### src/hw/rtl/pgs_pkg.sv
package pgs_pkg;

    localparam int BUS_COUNT        = 4;
    localparam int ANGLE_TABLE_BITS = 10;

    localparam int POS_W    = 24;
    localparam int DIFF_W   = POS_W + 1;
    localparam int MAG_W    = POS_W;
    localparam int DIST_W   = 48;
    localparam int SQ_W     = DIST_W + 1;
    localparam int PAN_W    = 23;
    localparam int PREM_W   = PAN_W + 1;
    localparam int GAIN_W   = 16;
    localparam int PROD_W   = 2 * GAIN_W;
    localparam int Q15_BITS = 15;
    localparam int IDX_W    = ANGLE_TABLE_BITS + 1;
    localparam int NUM_W    = MAG_W + ANGLE_TABLE_BITS + 1;
    localparam int SINE_DEPTH = (1 << ANGLE_TABLE_BITS) + 1;
    localparam int DIV_STAGES = (IDX_W > Q15_BITS) ? IDX_W : Q15_BITS;

    localparam int ADDR_W  = 6;
    localparam int PDATA_W = 64;

    localparam logic [GAIN_W-1:0] Q15_ONE = 16'd32768;
    localparam logic [IDX_W-1:0]  IDX_MAX = IDX_W'(1 << ANGLE_TABLE_BITS);
    localparam logic [1:0]        BUS_LAST = 2'(BUS_COUNT - 1);

    localparam longint unsigned Q30_ONE     = 64'd1 << 30;
    localparam longint unsigned HALF_PI_Q30 = 64'd1686629713;

    // register map, index = paddr[5:3]
    localparam logic [2:0] REG_MIN_DIST = 3'd0;
    localparam logic [2:0] REG_MAX_DIST = 3'd1;
    localparam logic [2:0] REG_PAN      = 3'd2;
    localparam logic [2:0] REG_BUS0     = 3'd3;
    localparam logic [2:0] REG_BUS1     = 3'd4;
    localparam logic [2:0] REG_BUS2     = 3'd5;
    localparam logic [2:0] REG_BUS3     = 3'd6;

    typedef struct packed {
        logic [DIST_W-1:0]           min_dist_sq;
        logic [DIST_W-1:0]           max_dist_sq;
        logic [PAN_W-1:0]            pan_range;
        logic [3:0][GAIN_W-1:0]      bus_gain;
        logic [DIST_W-1:0]           span;
        logic [PREM_W-1:0]           pan_div;
    } cfg_t;

    typedef struct packed {
        logic              hp;
        logic [1:0]        bus;
        logic [GAIN_W-1:0] vol;
    } side_t;

    typedef struct packed {
        side_t                side;
        logic                 att_one;
        logic                 att_zero;
        logic [DIST_W-1:0]    att_rem;
        logic [Q15_BITS-1:0]  att_q;
        logic [PREM_W-1:0]    pan_rem;
        logic [IDX_W-1:0]     pan_low;
        logic [IDX_W-1:0]     pan_q;
    } div_t;

    typedef struct packed {
        logic              gains_valid;
        logic [GAIN_W-1:0] right_gain;
        logic [GAIN_W-1:0] left_gain;
    } gains_t;

    typedef logic [GAIN_W-1:0] sine_rom_t [0:SINE_DEPTH-1];

    // round a Q30 product back to Q1.15 and saturate at one
    function automatic logic [GAIN_W-1:0] q15_round(input logic [PROD_W-1:0] p);
        logic [PROD_W:0] s;
        s = {1'b0, p} + (PROD_W+1)'(1 << (Q15_BITS - 1));
        if (s[PROD_W:Q15_BITS] > (PROD_W+1-Q15_BITS)'(Q15_ONE))
            return Q15_ONE;
        return s[Q15_BITS+GAIN_W-1:Q15_BITS];
    endfunction

    // quarter-wave sine by truncating Horner steps of the odd Taylor series
    function automatic sine_rom_t build_sine_rom();
        sine_rom_t rom;
        longint unsigned x;
        longint unsigned x2;
        longint unsigned t;
        longint unsigned s;
        longint unsigned q;
        for (int i = 0; i < SINE_DEPTH; i++) begin
            x  = (64'(i) * HALF_PI_Q30) >> ANGLE_TABLE_BITS;
            x2 = (x * x) >> 30;
            t  = Q30_ONE;
            for (int k = 0; k < 5; k++) begin
                case (k)
                    0:       t = Q30_ONE - ((x2 * t) >> 30) / 110;
                    1:       t = Q30_ONE - ((x2 * t) >> 30) / 72;
                    2:       t = Q30_ONE - ((x2 * t) >> 30) / 42;
                    3:       t = Q30_ONE - ((x2 * t) >> 30) / 20;
                    default: t = Q30_ONE - ((x2 * t) >> 30) / 6;
                endcase
            end
            s = (x * t) >> 30;
            q = (s + 64'd16384) >> 15;
            rom[i] = (q > 64'd32768) ? Q15_ONE : q[GAIN_W-1:0];
        end
        return rom;
    endfunction

endpackage

### src/hw/rtl/pgs_div.sv
module pgs_div
    import pgs_pkg::*;
(
    input  logic clk,
    input  logic rst_n,
    input  logic en,
    input  logic in_valid,
    input  div_t in,
    input  cfg_t cfg,
    output logic out_valid,
    output div_t out
);

    // one quotient bit of each divide per stage while that divide has bits left
    logic [DIV_STAGES-1:0] v_reg;
    div_t                  st_reg  [DIV_STAGES];
    div_t                  st_next [DIV_STAGES];

    always_comb
    begin
        div_t              cur;
        div_t              nxt;
        logic [DIST_W:0]   arem2;
        logic [PREM_W:0]   prem2;
        logic              abit;
        logic              pbit;
        for (int i = 0; i < DIV_STAGES; i++)
        begin
            cur   = (i == 0) ? in : st_reg[(i == 0) ? 0 : i - 1];
            nxt   = cur;
            arem2 = {cur.att_rem, 1'b0};
            prem2 = {cur.pan_rem, cur.pan_low[IDX_W-1]};
            abit  = arem2 >= {1'b0, cfg.span};
            pbit  = prem2 >= {1'b0, cfg.pan_div};
            if (i < Q15_BITS)
            begin
                nxt.att_rem = abit ? DIST_W'(arem2 - {1'b0, cfg.span}) : arem2[DIST_W-1:0];
                nxt.att_q   = {cur.att_q[Q15_BITS-2:0], abit};
            end
            if (i < IDX_W)
            begin
                nxt.pan_rem = pbit ? PREM_W'(prem2 - {1'b0, cfg.pan_div}) : prem2[PREM_W-1:0];
                nxt.pan_low = {cur.pan_low[IDX_W-2:0], 1'b0};
                nxt.pan_q   = {cur.pan_q[IDX_W-2:0], pbit};
            end
            st_next[i] = nxt;
        end
    end

    always_ff @(posedge clk or negedge rst_n)
    begin
        if (!rst_n)
            v_reg <= '0;
        else if (en)
            v_reg <= {v_reg[DIV_STAGES-2:0], in_valid};
    end

    always_ff @(posedge clk)
    begin
        if (en)
        begin
            for (int i = 0; i < DIV_STAGES; i++)
                st_reg[i] <= st_next[i];
        end
    end

    assign out_valid = v_reg[DIV_STAGES-1];
    assign out       = st_reg[DIV_STAGES-1];

endmodule

### config.mk
export PLATFORM = sky130hd
export DESIGN_NAME = pgs_div
export DESIGN_NICKNAME = d
export VERILOG_FILES = /design/src/hw/rtl/pgs_pkg.sv /design/src/hw/rtl/pgs_div.sv
export SDC_FILE = /design/constraint.sdc
export NUM_CORES = 2
export LEC_CHECK = 0
export BUFFER_PORTS_ARGS = -buffer_cell sky130_fd_sc_hd__buf_2
export CORE_ASPECT_RATIO = 0.75
export CORE_MARGIN = 2
export CORE_UTILIZATION = 49
export DETAILED_ROUTE_END_ITERATION = 10
export PLACE_DENSITY = 0.68
export SYNTH_ARGS = -nofsm -noshare
export SYNTH_HDL_FRONTEND = slang
export SYNTH_SLANG_ARGS = --single-unit
### constraint.sdc
create_clock -name clk -period 3.9 [get_ports clk]
set_input_delay 0.195 -clock clk [delete_from_list [all_inputs] [get_ports clk]]
set_output_delay 0.195 -clock clk [all_outputs]
set_load 0.01 [all_outputs]
== Yosys cells after proc, flatten, opt, wreduce, memory -nomap -nowiden ==
Memory sizes are Yosys's and may differ from the RTL's.
Index checks and enable logic that the tools add are counted.

* Memory bits (writable): 1,950
* Bits in registers: 15
* Output and inout port bits: 131
* Word-level logic and storage cells: 82
* Bits of input ports: 389
* Memories: 1

* $add $sub $neg: 26
* Multiplexer cells: 28
* Order comparisons: 26

{| class="wikitable"
|+ Memories
! name !! depth !! width !! read ports !! clocked after Yosys merged registers in !! write ports !! RTL line !! RTL
|-
| st_reg || 15 || 130 || 15 || 0 || 15 || pgs_div.sv:16 || <nowiki>div_t st_reg [DIV_STAGES];</nowiki>
|}

{| class="wikitable"
|+ Operators with widths
! kind !! count
|-
| $ge 49x48->1 || 15
|-
| $mux 48 || 15
|-
| $sub 48x48->48 || 15
|-
| $ge 25x24->1 || 11
|-
| $mux 24 || 11
|-
| $sub 24x24->24 || 11
|-
| $mux 1 || 2
|}

== Depth between registers and ports, before layout ==
An unclocked memory read counts as a cell.

* Depth after elaboration: 3
* Gate-level depth with buffers: 16
* Gate-level depth less buffers: 14

== Worst setup path after synthesis ==
OpenSTA, ideal clock, no wires.

* Path type: input to register
* Start point: in cfg[25] in the netlist's numbering
* End point: mem st_reg[0][71] in the netlist's numbering, data pin
* Required time: 3.638 ns
* Stages: 14
* Arrival: 3.584 ns
* Slack: 0.054 ns
* Setup time: 0.262 ns
* Buffers on the path: 2
* Cell sequence: inv_1 > ha_1 > nor2b_1 > o31a_1 > o41ai_2 > a21oi_1 > or3_4 > a221o_1 > o21a_1 > a31o_2 > a211oi_2 > buf_4 > buf_6 > mux2_1

{| class="wikitable"
|+ RTL lines
! item !! RTL line !! RTL
|-
| start, declared || pgs_div.sv:9 || <nowiki>input cfg_t cfg,</nowiki>
|-
| end, declared || pgs_div.sv:16 ||
|}

==> results.ini <==
[run_status]
outcome = completed

[floorplanning]
core_area_um2 = 229000
dieWidth_um = 559
row_count = 152
die_area_um2 = 235000
start_util_pct = 49.4
die_h_um = 421
io_pins = 520

[detailed_routing]
dr_wl_met3_um = 27900
drc = 0
ant_nets = 0
wirelength_um = 346000
wl_met1_um = 163000
drt_iter0_drc = 8484
wl_met2_um = 144000
wire_per_inst_um = 22.0
topRoutingLayerUsed = met5
vias = 92331
via_per_inst = 5.87
dr.pass1.iters = 9

[synth]
avgSynthCellArea_um2 = 10.2
yosys_warnings = 0
postSynthCellCount = 11097
synth.most_common_cell = edfxtp_1
yosysUniqueCellTypes = 104
async_flop_share_pct = 0.885
yosysTopAreaCell = edfxtp_1
yosysSeqAreaShare_pct = 44.8
netlist.area_leader.share_pct = 44.5
ys_ff_latch = 1695
synth-edff-count = 1680
syn_area_um2 = 113000
synth-main-ff-cell = edfxtp_1
synth_common_cells = edfxtp_1, nand2_1, a21oi_1
synth_area_leaders = edfxtp_1, ha_1, a21oi_1

[worst_setup_path]
critPathRequiredTime_ps = 4490
rr_worst_depth = 14
slowest_stage = or4b_4
crit_top_cell = buf_6
critPathLaunchType = flip-flop
worst-path-stages = 14
cpPeakStageDelay_ps = 520
crit_family = compound AO/OA/AOI/OAI gates
crit_type = reg2reg
crit_end = st_reg[1][870]
reg2reg_from = st_reg[1][716]
cp-startpoint = st_reg[1][716]
cp_cell_sequence = ha_4, nand2_2, or4b_4, a21oi_4, o21ai_4, a311o_1, a31o_4, o31a_1, o41ai_4, buf_6, buf_12, clkbuf_16, buf_6, a21oi_2
worst-path-buf-inv = 4
r2r_slack_ps = 7
end_kind = flip-flop
crit_fanout = 5
worst_r2r_endpoint = st_reg[1][870]
arrival_ps = 4480

[pwr]
leakage_uw = 0.0564
power_uw = 118000
peakVddDrop_mv = 0.407
pwr-share-seq_pct = 28.5
p_sw_share_pct = 40.2
powerDensity_nw_per_um2 = 869
power.switching_uw = 47500
pwr-share-comb_pct = 56.1
internal_power_uw = 70600
clkPwrFrac_pct = 15.4

[place]
dp_hpwl_um = 263000
placed_area_um2 = 127000
pre_cts_ws_ps = -700
place_congestion = 0.986
io_buffers = 299

[timing]
min_period_ps = 3890
setup_ws_ps = 6.51
fmax_ghz = 0.257
drv_slew = 0
final.setup_skew_ps = 64.4
hold_viol_final = 0
tightest_slew_ps = 1300
post-route-period-util_pct = 99.8
rsz0062_at_grt = yes
setup_viol = 0
max_slew_margin_pct = 13.0
final.setup.tns_ps = 0

[min_path]
min_path_type = in2reg
holdPathStages = 3

[cells_and_area]
largest_register_ffs = 1680
fin_nets = 13895
fin_area_um2 = 136000
final_util_pct = 59.2
drive_above_1_share_pct = 18.5
area_growth_pct = 19.9

[grt]
first_global_vias = 86501
grt_antenna_before_repair = 11
grt_max_degree = 120
overflow = 0
grt_pass1_wl_um = 513000
grt_use_total_pct = 28.1

[clocking]
clock_latency_ps = 880
clockBufferDepth = 4
cts_root_buf = clkbuf_16
cts_buffers = 186
cts.sinks = 1695
cts_tree = built
cts_max_level = 4
path_clk_slew_ps = 70

[job]
drv_cap = 0

-- power groups by stage --
stage / combinational, uW / clock [uW] / sequential [uW]
2_1_floorplan: 43000 / 0 / 31500
3_3_place_gp: 61000 / 0 / 33800
3_5_place_dp: 62200 / 0 / 33800
4_1_cts: 63000 / 18600 / 33500
5_1_grt: 72600 / 19200 / 34100
6_report: 66200 / 18200 / 33700
-- through the flow --
step	hold slack (ps)	std cells
floorplan	-101	11107
detailed placement	114	15236
CTS	2.88	15692
finish	59.7	15730
global placement	106	15236
global route	26.0	15722
-- worst min-delay path by stage --
stage / start / endpoint / slack, ps
floorplan: rst_n / v_reg[0] / -100
global placement: rst_n / v_reg[0] / 110
detailed placement: rst_n / v_reg[0] / 110
CTS: in[122] / st_reg[0][122] / 3
global route: in[117] / st_reg[0][117] / 30
finish: cfg[24] / st_reg[1][321] / 60
-- tightest hold or removal path, stage by stage --
cell and delay [ps]:
buf_2 180, buf_4 210, and2_1 140
-- timing repair --
item | CTS | global route
endpoints found under the setup margin | 158 | 506
cloned | 1 | 16
pin swaps | 5 | 36
hold buffers | 116 | 0
gates resized for setup | 18 | 190
setup buffers | 5 | 14
hold endpoints to repair | 152 | 0
-- cells by family after synthesis --
| logic type | Yosys count | share of synthesized area [%] |
|---|---|---|
| buf+inv | 843 | 3.34 |
| simple gates | 2919 | 12.1 |
| xor+xnor | 849 | 6.56 |
| mux | 301 | 2.98 |
| compound gates | 3479 | 18.9 |
| fa+ha+maj | 1010 | 11.3 |
| other cells | 1 | 0.00331 |
| flops | 1695 | 44.8 |
-- cells in the final DEF (no fill, tap or decap), drive strengths merged, types with 48 or more instances in the layout --
cell and n:
a211oi 65, a21boi 48, a21o 530, a21oi 1056, a31oi 119, and2 54, and3 112, buf 1562
clkbuf 223, clkinv 68, dlygate4sd3 116, edfxtp 1680, ha 984, inv 366, mux2 285, nand2 1110
nand2b 140, nand3 190, nand4 180, nor2 649, nor2b 139, nor3 131, o21a 112, o21ai 975
o21bai 150, o31ai 83, xnor2 496, xor2 353
-- area by class of cell --
cell class | instances | area, um2
fillers | 19200 | 93500
multi-input cells | 8571 | 59800
flip-flops and latches | 1695 | 50800
repair buffers | 1687 | 13800
clock buffers | 214 | 4870
well taps | 3080 | 3850
inverters | 354 | 1340
clock inverters | 120 | 1310
diodes | 8 | 20.0
repair inverters | 1 | 5.00
-- layer usage --
metal	global-route usage, %	vias to the layer above
li1	-	44288
met4	8.84	4
met5	0	-
met2	41.5	3300
met3	5.27	542
met1	41.4	44197
(Power assumes the default switching activity.)
