**config.mk**
```make
export PLATFORM = sky130hd
export DESIGN_NAME = pgs_geom
export DESIGN_NICKNAME = d
export VERILOG_FILES = /design/src/hw/rtl/pgs_pkg.sv /design/src/hw/rtl/pgs_geom.sv
export SDC_FILE = /design/constraint.sdc
export NUM_CORES = 2
export LEC_CHECK = 0
export ABC_AREA = 1
export BUFFER_PORTS_ARGS = -buffer_cell sky130_fd_sc_hd__buf_4
export CELL_PAD_IN_SITES_DETAIL_PLACEMENT = 0
export CELL_PAD_IN_SITES_GLOBAL_PLACEMENT = 1
export CORE_MARGIN = 2
export CORE_UTILIZATION = 43
export DETAILED_ROUTE_END_ITERATION = 12
export PLACE_DENSITY_LB_ADDON = 0.1
export SLEW_MARGIN = 25
export SYNTH_ARGS = -nofsm -noshare
export SYNTH_HDL_FRONTEND = slang
export SYNTH_SLANG_ARGS = --single-unit
export TNS_END_PERCENT = 10
```
**constraint.sdc**
```tcl
create_clock -name clk -period 6.6 [get_ports clk]
set_input_delay 1.65 -clock clk [delete_from_list [all_inputs] [get_ports clk]]
set_output_delay 1.65 -clock clk [all_outputs]
set_load 0.05 [all_outputs]
```
**src/hw/rtl/pgs_pkg.sv**
```systemverilog
package pgs_pkg;

    localparam int BUS_COUNT        = 4;
    localparam int ANGLE_TABLE_BITS = 10;

    localparam int POS_W    = 24;
    localparam int DIFF_W   = POS_W + 1;
    localparam int MAG_W    = POS_W;
    localparam int DIST_W   = 48;
    localparam int SQ_W     = DIST_W + 1;
    localparam int PAN_W    = 23;
    localparam int PREM_W   = PAN_W + 1;
    localparam int GAIN_W   = 16;
    localparam int PROD_W   = 2 * GAIN_W;
    localparam int Q15_BITS = 15;
    localparam int IDX_W    = ANGLE_TABLE_BITS + 1;
    localparam int NUM_W    = MAG_W + ANGLE_TABLE_BITS + 1;
    localparam int SINE_DEPTH = (1 << ANGLE_TABLE_BITS) + 1;
    localparam int DIV_STAGES = (IDX_W > Q15_BITS) ? IDX_W : Q15_BITS;

    localparam int ADDR_W  = 6;
    localparam int PDATA_W = 64;

    localparam logic [GAIN_W-1:0] Q15_ONE = 16'd32768;
    localparam logic [IDX_W-1:0]  IDX_MAX = IDX_W'(1 << ANGLE_TABLE_BITS);
    localparam logic [1:0]        BUS_LAST = 2'(BUS_COUNT - 1);

    localparam longint unsigned Q30_ONE     = 64'd1 << 30;
    localparam longint unsigned HALF_PI_Q30 = 64'd1686629713;

    // register map, index = paddr[5:3]
    localparam logic [2:0] REG_MIN_DIST = 3'd0;
    localparam logic [2:0] REG_MAX_DIST = 3'd1;
    localparam logic [2:0] REG_PAN      = 3'd2;
    localparam logic [2:0] REG_BUS0     = 3'd3;
    localparam logic [2:0] REG_BUS1     = 3'd4;
    localparam logic [2:0] REG_BUS2     = 3'd5;
    localparam logic [2:0] REG_BUS3     = 3'd6;

    typedef struct packed {
        logic [DIST_W-1:0]           min_dist_sq;
        logic [DIST_W-1:0]           max_dist_sq;
        logic [PAN_W-1:0]            pan_range;
        logic [3:0][GAIN_W-1:0]      bus_gain;
        logic [DIST_W-1:0]           span;
        logic [PREM_W-1:0]           pan_div;
    } cfg_t;

    typedef struct packed {
        logic              hp;
        logic [1:0]        bus;
        logic [GAIN_W-1:0] vol;
    } side_t;

    typedef struct packed {
        side_t                side;
        logic                 att_one;
        logic                 att_zero;
        logic [DIST_W-1:0]    att_rem;
        logic [Q15_BITS-1:0]  att_q;
        logic [PREM_W-1:0]    pan_rem;
        logic [IDX_W-1:0]     pan_low;
        logic [IDX_W-1:0]     pan_q;
    } div_t;

    typedef struct packed {
        logic              gains_valid;
        logic [GAIN_W-1:0] right_gain;
        logic [GAIN_W-1:0] left_gain;
    } gains_t;

    typedef logic [GAIN_W-1:0] sine_rom_t [0:SINE_DEPTH-1];

    // round a Q30 product back to Q1.15 and saturate at one
    function automatic logic [GAIN_W-1:0] q15_round(input logic [PROD_W-1:0] p);
        logic [PROD_W:0] s;
        s = {1'b0, p} + (PROD_W+1)'(1 << (Q15_BITS - 1));
        if (s[PROD_W:Q15_BITS] > (PROD_W+1-Q15_BITS)'(Q15_ONE))
            return Q15_ONE;
        return s[Q15_BITS+GAIN_W-1:Q15_BITS];
    endfunction

    // quarter-wave sine by truncating Horner steps of the odd Taylor series
    function automatic sine_rom_t build_sine_rom();
        sine_rom_t rom;
        longint unsigned x;
        longint unsigned x2;
        longint unsigned t;
        longint unsigned s;
        longint unsigned q;
        for (int i = 0; i < SINE_DEPTH; i++) begin
            x  = (64'(i) * HALF_PI_Q30) >> ANGLE_TABLE_BITS;
            x2 = (x * x) >> 30;
            t  = Q30_ONE;
            for (int k = 0; k < 5; k++) begin
                case (k)
                    0:       t = Q30_ONE - ((x2 * t) >> 30) / 110;
                    1:       t = Q30_ONE - ((x2 * t) >> 30) / 72;
                    2:       t = Q30_ONE - ((x2 * t) >> 30) / 42;
                    3:       t = Q30_ONE - ((x2 * t) >> 30) / 20;
                    default: t = Q30_ONE - ((x2 * t) >> 30) / 6;
                endcase
            end
            s = (x * t) >> 30;
            q = (s + 64'd16384) >> 15;
            rom[i] = (q > 64'd32768) ? Q15_ONE : q[GAIN_W-1:0];
        end
        return rom;
    endfunction

endpackage

```
**src/hw/rtl/pgs_geom.sv**
```systemverilog
module pgs_geom
    import pgs_pkg::*;
(
    input  logic                    clk,
    input  logic                    rst_n,
    input  logic                    en,
    input  logic                    in_valid,
    input  logic                    has_position,
    input  logic signed [POS_W-1:0] source_x,
    input  logic signed [POS_W-1:0] source_y,
    input  logic signed [POS_W-1:0] listener_x,
    input  logic signed [POS_W-1:0] listener_y,
    input  logic [GAIN_W-1:0]       voice_volume,
    input  logic [1:0]              bus_select,
    input  cfg_t                    cfg,
    output logic                    out_valid,
    output div_t                    out
);

    logic [4:0] v_reg;

    side_t                    side1_reg, side2_reg, side3_reg, side4_reg;
    logic signed [DIFF_W-1:0] dx1_reg, dy1_reg;
    logic [MAG_W-1:0]         adx2_reg, ady2_reg, n2_reg, n3_reg;
    logic [2*MAG_W-1:0]       sqx3_reg, sqy3_reg;
    logic [SQ_W-1:0]          d4_reg;
    logic [NUM_W-1:0]         num4_reg;
    div_t                     out_reg;

    logic [PAN_W-1:0]         pr;
    logic signed [DIFF_W-1:0] rng, xc, nsum, ndx, ndy;
    logic [MAG_W-1:0]         adx, ady;
    div_t                     out_next;

    assign pr  = (cfg.pan_range == '0) ? PAN_W'(1) : cfg.pan_range;
    assign rng = signed'({2'b00, pr});

    always_comb
    begin
        ndx = -dx1_reg;
        ndy = -dy1_reg;
        adx = dx1_reg[DIFF_W-1] ? ndx[MAG_W-1:0] : dx1_reg[MAG_W-1:0];
        ady = dy1_reg[DIFF_W-1] ? ndy[MAG_W-1:0] : dy1_reg[MAG_W-1:0];
        if (dx1_reg < -rng)
            xc = -rng;
        else if (dx1_reg > rng)
            xc = rng;
        else
            xc = dx1_reg;
        nsum = xc + rng;
    end

    always_comb
    begin
        out_next          = '0;
        out_next.side     = side4_reg;
        out_next.att_one  = d4_reg <= {1'b0, cfg.min_dist_sq};
        out_next.att_zero = d4_reg >= {1'b0, cfg.max_dist_sq};
        out_next.att_rem  = d4_reg[DIST_W-1:0] - cfg.min_dist_sq;
        out_next.pan_rem  = num4_reg[NUM_W-1:IDX_W];
        out_next.pan_low  = num4_reg[IDX_W-1:0];
    end

    always_ff @(posedge clk or negedge rst_n)
    begin
        if (!rst_n)
            v_reg <= '0;
        else if (en)
            v_reg <= {v_reg[3:0], in_valid};
    end

    always_ff @(posedge clk)
    begin
        if (en)
        begin
            side1_reg <= '{hp: has_position, bus: bus_select, vol: voice_volume};
            dx1_reg   <= DIFF_W'(source_x) - DIFF_W'(listener_x);
            dy1_reg   <= DIFF_W'(source_y) - DIFF_W'(listener_y);

            side2_reg <= side1_reg;
            adx2_reg  <= adx;
            ady2_reg  <= ady;
            n2_reg    <= nsum[MAG_W-1:0];

            side3_reg <= side2_reg;
            sqx3_reg  <= adx2_reg * adx2_reg;
            sqy3_reg  <= ady2_reg * ady2_reg;
            n3_reg    <= n2_reg;

            side4_reg <= side3_reg;
            d4_reg    <= {1'b0, sqx3_reg} + {1'b0, sqy3_reg};
            num4_reg  <= {1'b0, n3_reg, {ANGLE_TABLE_BITS{1'b0}}} + NUM_W'(pr);

            out_reg   <= out_next;
        end
    end

    assign out_valid = v_reg[4];
    assign out       = out_reg;

endmodule

```
[Yosys cells after proc, flatten, opt, wreduce, memory -nomap -nowiden]
Index checks and enable logic that the tools add are counted.
Word-level totals
  word-level logic and storage cells: 52
  input port bits: 374
  bits in registers: 511
Cells by class
  $lt $le $gt $ge: 4
  add/subtract/negate cells: 9
  multiplexer cells: 5
  $mul: 2
  reductions and logical operators: 1
Operators with widths (number)
  24-bit by 24-bit multiplier with 48-bit output: 2
  24-bit 2-to-1 mux: 4
  24-bit by 24-bit subtractor with 25-bit output: 2
  48-bit by 48-bit adder with 49-bit output: 1
  49-bit by 48-bit greater-or-equal comparator with 1-bit output: 1
  49-bit by 48-bit less-or-equal comparator with 1-bit output: 1
  24-bit negation: 2
  48-bit subtractor: 1
  34-bit by 23-bit adder with 35-bit output: 1
  25-bit by 24-bit greater-than comparator with 1-bit output: 1
  25-bit < comparator: 1
  23-bit negation with 25-bit output: 1
  24-bit adder: 1
  23-bit logical NOT: 1
  23-bit 2-to-1 mux: 1

[Depth between registers and ports, before layout]
  word-level depth: 6
  mapped depth: 40
  mapped depth without buffers: 39

[Worst setup path before layout]
OpenSTA, ideal clock, no wires.
  path kind: input-to-reg
  start point: input cfg[156] (netlist bit)
  end point: register n2_reg[18] (data pin)
  slack: 0.293 ns
  path buffers: 1
  arrival: 6.048 ns
  stages: 36
  cell sequence: inv_1 nand2_1 nor3_1 nand3_1 nand2_1 inv_1 ha_1 nand2_1 nor2_2 nand2_1 nor2_2 nand2_2 nor2_1 xor2_1 inv_1 ha_1 nand2_1 inv_1 nand2_1 nand2_1 nand2_1 nand3_1 a21oi_1 nand3_2 nand2_4 buf_8 nand3_2 nand2_1 ha_1 inv_1 fa_1 o21ai_2 a21boi_1 o21ai_0 a21oi_1 xnor2_1
On the way
  cells in the longest elaborated chain, start to end: 6
RTL lines
  start, declared: line pgs_geom.sv:15  | input cfg_t cfg,
  23-bit logical NOT *: line pgs_geom.sv:35  | assign pr = (cfg.pan_range == '0) ? PAN_W'(1) : cfg.pan_range;
  23-bit 2-to-1 mux *: line pgs_geom.sv:35
  net pr[0]: line pgs_geom.sv:30  | logic [PAN_W-1:0] pr;
  23-bit negation with 25-bit output or 25-bit by 24-bit greater-than comparator with 1-bit output (tied branches): line pgs_geom.sv:45, pgs_geom.sv:46
  25-bit < comparator or 24-bit 2-to-1 mux (tied branches): line pgs_geom.sv:44, pgs_geom.sv:46
  24-bit 2-to-1 mux: line pgs_geom.sv:44  | if (dx1_reg < -rng)
  24-bit adder *: line pgs_geom.sv:50  | nsum = xc + rng;
  net nsum[18]: line pgs_geom.sv:31  | logic signed [DIFF_W-1:0] rng, xc, nsum, ndx, ndy;
  end signal, assigned: line pgs_geom.sv:83  | n2_reg <= nsum[MAG_W-1:0];
  end, declared: line pgs_geom.sv:24  | logic [MAG_W-1:0] adx2_reg, ady2_reg, n2_reg, n3_reg;
The timed path passes the listed nets; every way through them passes the cells marked *.
A chain may end at the register's enable or synchronous reset.

[Worst setup path after layout]
  start point: register adx2_reg[6]
  end point: register sqx3_reg[26] (data pin)
On the way
  cells in the longest elaborated chain, start to end: 1
RTL lines
  start, declared: line pgs_geom.sv:24
  start signal, assigned: line pgs_geom.sv:81  | adx2_reg <= adx;
  24-bit by 24-bit multiplier with 48-bit output: line pgs_geom.sv:86  | sqx3_reg <= adx2_reg * adx2_reg;
  end signal, assigned: line pgs_geom.sv:86
  end, declared: line pgs_geom.sv:25  | logic [2*MAG_W-1:0] sqx3_reg, sqy3_reg;
No other way between the ends.

==> flow_results.org <==
** CTS
- In this run the number of H-tree levels came out at 2.
- Clock-pin transition on the worst setup and hold timing paths :: 0.06 ns
- The tree is rooted in a sky130_fd_sc_hd__clkbuf_16.
- Worst-skew pair later-pin latency :: roughly 0.72 ns
- TritonCTS built the clock tree.
- Count of clock tree sinks :: ~500
- Max Root-Sink Buffers :: 3
- In this run, CTS created clock tree buffers numbering 59.

** Cells and area
- The filler cells instantiated in the layout total 15000.
- Largest register FFs :: 104
- The sequential cells in the finished layout cover a total of 15300 um^2.
- The number of antenna diodes in the final layout is 0.
- The post-route netlist has 12.4% of its cells at a drive strength greater than 1.
- The multi-input combinational cells in the finished layout cover a total of 43800 um^2.
- Net count, final :: 10700
- Layout overhead on the synthesized area :: 16.6%
- Post-route core utilization :: 50.5%

** Worst setup path
- The worst register-to-register path has a depth of 23.
- Data required time of the critical path :: 6.97 ns
- Worst path arrival time :: 6.80 ns
- STA classifies the critical path startpoint as a flip-flop.
- In this run the worst path has a maximum fanout of 16.
- Critical Path Sink Type :: flip-flop
- Critical path type :: flip-flop to flip-flop

** STA
- Worst Clk Skew :: 0.103 ns
- Maximum operating frequency :: 156 MHz
- The max-slew violation count was 0.
- Time the final worst path needs with I/O delays and setup :: 6.43 ns
- Setup repair after global routing could not meet its margin everywhere.
- Number of endpoints with negative hold slack in the final report :: 0
- Dividing the final minimum period by the clock period gives slightly below 100%.
- In this run the tightest slew margin relative to its limit is 43.5%.
- Worst-margin pin slew :: about 0.85 ns
- Final setup viols :: 0

** Yosys
- Yosys cell types :: 49
- Sequential element share of the synthesized area :: 22.8%
- Cell area after synthesis :: 67000 um^2
- Gate count after technology mapping :: ~8100
- Yosys mapped a number of flops with a built-in enable equal to 504.
- The average instance in the mapped netlist occupies approximately 8.3 um^2.
- Yosys warning total :: 0
- Register bit total from synthesis :: 509
- In the synthesized netlist the dominant register cell turns out to be sky130_fd_sc_hd__edfxtp_1.
- Async S/R FF share, synth :: less than 1%

** GRT
- Global routing finished with a remaining overflow of 0.
- Across every metal layer, demand over resource in global routing totals 24.4%.
- Initial antenna violation count :: 0
- The first global-routing pass estimated 304000 um of wire.
- Number of global-route vias before repair :: approximately 56000
- Entering global routing, the biggest net connects 127 pins.

** Routing
- Number of vias in the routed layout :: between 50000 and 60000
- The detail route stage leaves a number of antenna-violating nets equal to 0.
- After detailed routing, the number of vias per cell comes to 4.85.
- Post-detailed-route wirelength per cell :: 17.6 um
- The final layout contains routed wiring with a total length of 192000 um.
- After detailed routing, the number of remaining DRC violations is 0.
- The first detailed-routing pass ran for 6 iterations.
- Starting DRT DRC Count :: 2782

** Run status
- The flow ran to the end, and the final reports show no timing, DRC or antenna violations.

** Floorplanning
- Count of standard-cell rows :: between 100 and 150
- Std-Cell Core Area :: roughly 150000 um^2
- Boundary Pins :: about 510
- The floorplan step set the die height to 399 um.
- The floorplan step defined a die boundary enclosing 159000 um^2.
- Die width :: 399 um
- Starting utilization of the core area :: roughly 43%

** Placed design
- At the end of routability-driven placement, the weighted congestion stood at 0.951.
- Half-perimeter wire length after detailed placement :: between 150000 and 200000 um
- I/O Buffers :: 342

** Min path
- Hold Path Cell Cnt :: 0
- The min-delay analysis places its worst path in the category flip-flop to flip-flop.

** Flow run
- Count of max-cap constraint violations :: 0
==> layer usage <==
layer / GRT usage, % / vias to the layer above / share of wire [%]
met3: 1.78 / 192 / 3.6
met1: 33.3 / 25500 / 45
li1: - / 26200 / -
met5: 0 / - / 0
met2: 42.9 / 1005 / 49
met4: 4.82 / 0 / 2.0
==> worst max-delay path, stage by stage, from the launching register on <==
cell and delay, ns:
sky130_fd_sc_hd__edfxtp_1 0.41, sky130_fd_sc_hd__buf_12 0.18, sky130_fd_sc_hd__nand2_2 0.09, sky130_fd_sc_hd__inv_1 0.06, sky130_fd_sc_hd__fa_1 0.52, sky130_fd_sc_hd__inv_1 0.05, sky130_fd_sc_hd__fa_1 0.54, sky130_fd_sc_hd__inv_1 0.06
sky130_fd_sc_hd__fa_1 0.49, sky130_fd_sc_hd__fa_1 0.56, sky130_fd_sc_hd__fa_1 0.45, sky130_fd_sc_hd__fa_1 0.55, sky130_fd_sc_hd__inv_1 0.06, sky130_fd_sc_hd__fa_1 0.57, sky130_fd_sc_hd__inv_1 0.05, sky130_fd_sc_hd__ha_1 0.32
sky130_fd_sc_hd__buf_4 0.16, sky130_fd_sc_hd__nand2_2 0.11, sky130_fd_sc_hd__o21ai_2 0.09, sky130_fd_sc_hd__a21oi_1 0.19, sky130_fd_sc_hd__nand3_2 0.18, sky130_fd_sc_hd__buf_4 0.19, sky130_fd_sc_hd__xor2_1 0.13, sky130_fd_sc_hd__buf_4 0.14
==> path summary, 6_finish.rpt <==
path                                    from       endpoint  slack (ns)
worst max-delay path             adx2_reg[6]   sqx3_reg[26]        0.17
worst min-delay path            side3_reg[6]  out_next[117]        0.38
worst max register to register   adx2_reg[6]   sqx3_reg[26]        0.17
worst min register to register  side3_reg[6]  out_next[117]        0.38
max in group asynchronous              rst_n       v_reg[0]        5.73
min in group asynchronous              rst_n       v_reg[3]        0.76
==> synth_stat cells, types with 3 or more instances <==
library cell | instances | share of area, %
sky130_fd_sc_hd__nand3_1 | 276 | 2.1
sky130_fd_sc_hd__buf_6 | 6 | 0.10
sky130_fd_sc_hd__a31oi_1 | 12 | 0.11
sky130_fd_sc_hd__o21ai_0 | 228 | 1.7
sky130_fd_sc_hd__nor3_1 | 77 | 0.58
sky130_fd_sc_hd__o21ai_2 | 7 | 0.092
sky130_fd_sc_hd__nor2_1 | 592 | 3.3
sky130_fd_sc_hd__and2_1 | 3 | 0.028
sky130_fd_sc_hd__nand4_1 | 81 | 0.76
sky130_fd_sc_hd__ha_1 | 628 | 12
sky130_fd_sc_hd__o21a_1 | 23 | 0.26
sky130_fd_sc_hd__nor4_1 | 18 | 0.17
sky130_fd_sc_hd__clkbuf_1 | 127 | 0.71
sky130_fd_sc_hd__buf_2 | 4 | 0.030
sky130_fd_sc_hd__inv_1 | 2101 | 12
sky130_fd_sc_hd__dfrtp_1 | 5 | 0.19
sky130_fd_sc_hd__xnor2_1 | 79 | 1.0
sky130_fd_sc_hd__and3_1 | 3 | 0.028
sky130_fd_sc_hd__o21ai_1 | 12 | 0.090
sky130_fd_sc_hd__o211ai_1 | 7 | 0.078
sky130_fd_sc_hd__nand2_1 | 1641 | 9.2
sky130_fd_sc_hd__a21oi_2 | 6 | 0.078
sky130_fd_sc_hd__xor2_1 | 199 | 2.6
sky130_fd_sc_hd__nor2_2 | 4 | 0.037
sky130_fd_sc_hd__a21o_1 | 35 | 0.39
sky130_fd_sc_hd__or2_2 | 6 | 0.056
sky130_fd_sc_hd__nand3_2 | 6 | 0.090
sky130_fd_sc_hd__o21bai_1 | 49 | 0.55
sky130_fd_sc_hd__fa_1 | 857 | 26
sky130_fd_sc_hd__a211oi_1 | 4 | 0.045
sky130_fd_sc_hd__buf_4 | 26 | 0.29
sky130_fd_sc_hd__a21boi_1 | 4 | 0.045
sky130_fd_sc_hd__a21oi_1 | 406 | 3.0
sky130_fd_sc_hd__a21boi_0 | 21 | 0.24
sky130_fd_sc_hd__nand2b_1 | 4 | 0.037
sky130_fd_sc_hd__edfxtp_1 | 504 | 23
==> through the flow <==
| stage | setup WS [ns] | std cells | instance area (um^2) | hold WS [ns] | TNS, ns |
|---|---|---|---|---|---|
| 2_1_floorplan | 0.293 | 8104 | 67000 | 0.400 | 0 |
| 3_3_place_gp | -0.144 | 10800 | 75300 | 0.400 | -0.950 |
| 3_5_place_dp | -0.181 | 10800 | 75300 | 0.405 | -1.33 |
| 4_1_cts | -0.0503 | 10900 | 77200 | 0.390 | -0.0951 |
| 5_1_grt | -0.0838 | 10900 | 78000 | 0.396 | -0.600 |
| 6_report | 0.171 | 10900 | 78000 | 0.383 | 0 |
==> cell families after synthesis <==
group / Yosys count / share of synthesized area [%]
mux: 1 / 0.0168
other cells: 1 / 0.00560
fa+ha+maj: 1485 / 37.4
buf+inv: 2266 / 12.9
flops: 509 / 22.8
simple gates: 2717 / 16.4
compound gates: 821 / 6.81
xor+xnor: 278 / 3.64
==> cell usage in the layout, fill, tap and decap left out, drive strengths merged, types with 81 or more instances in the layout <==
cell	instances
inv	2105
o21ai	247
xor2	199
ha	628
edfxtp	504
nand4	81
fa	857
a21oi	412
buf	816
nor2	596
nand3	282
nand2	1644
==> what timing repair did <==
action                                  CTS  global route
buffers inserted                          0            17
pin swaps                                 0            38
gates resized for setup                   7           199
endpoints found under the setup margin    9            61
hold buffers                              0             0
==> cell type report <==
cell class	instances	share of cell area, %
Multi-Input combinational cell	5329	56.1
Sequential cell	509	19.6
Inverter	2102	10.1
Timing Repair Buffer	816	8.50
Tap cell	2044	3.28
Clock buffer	65	1.92
Clock inverter	41	0.572
Power is left out: the tool's default activity adds up to more than one toggle a clock period on the data nets, which glitch-free logic cannot reach.
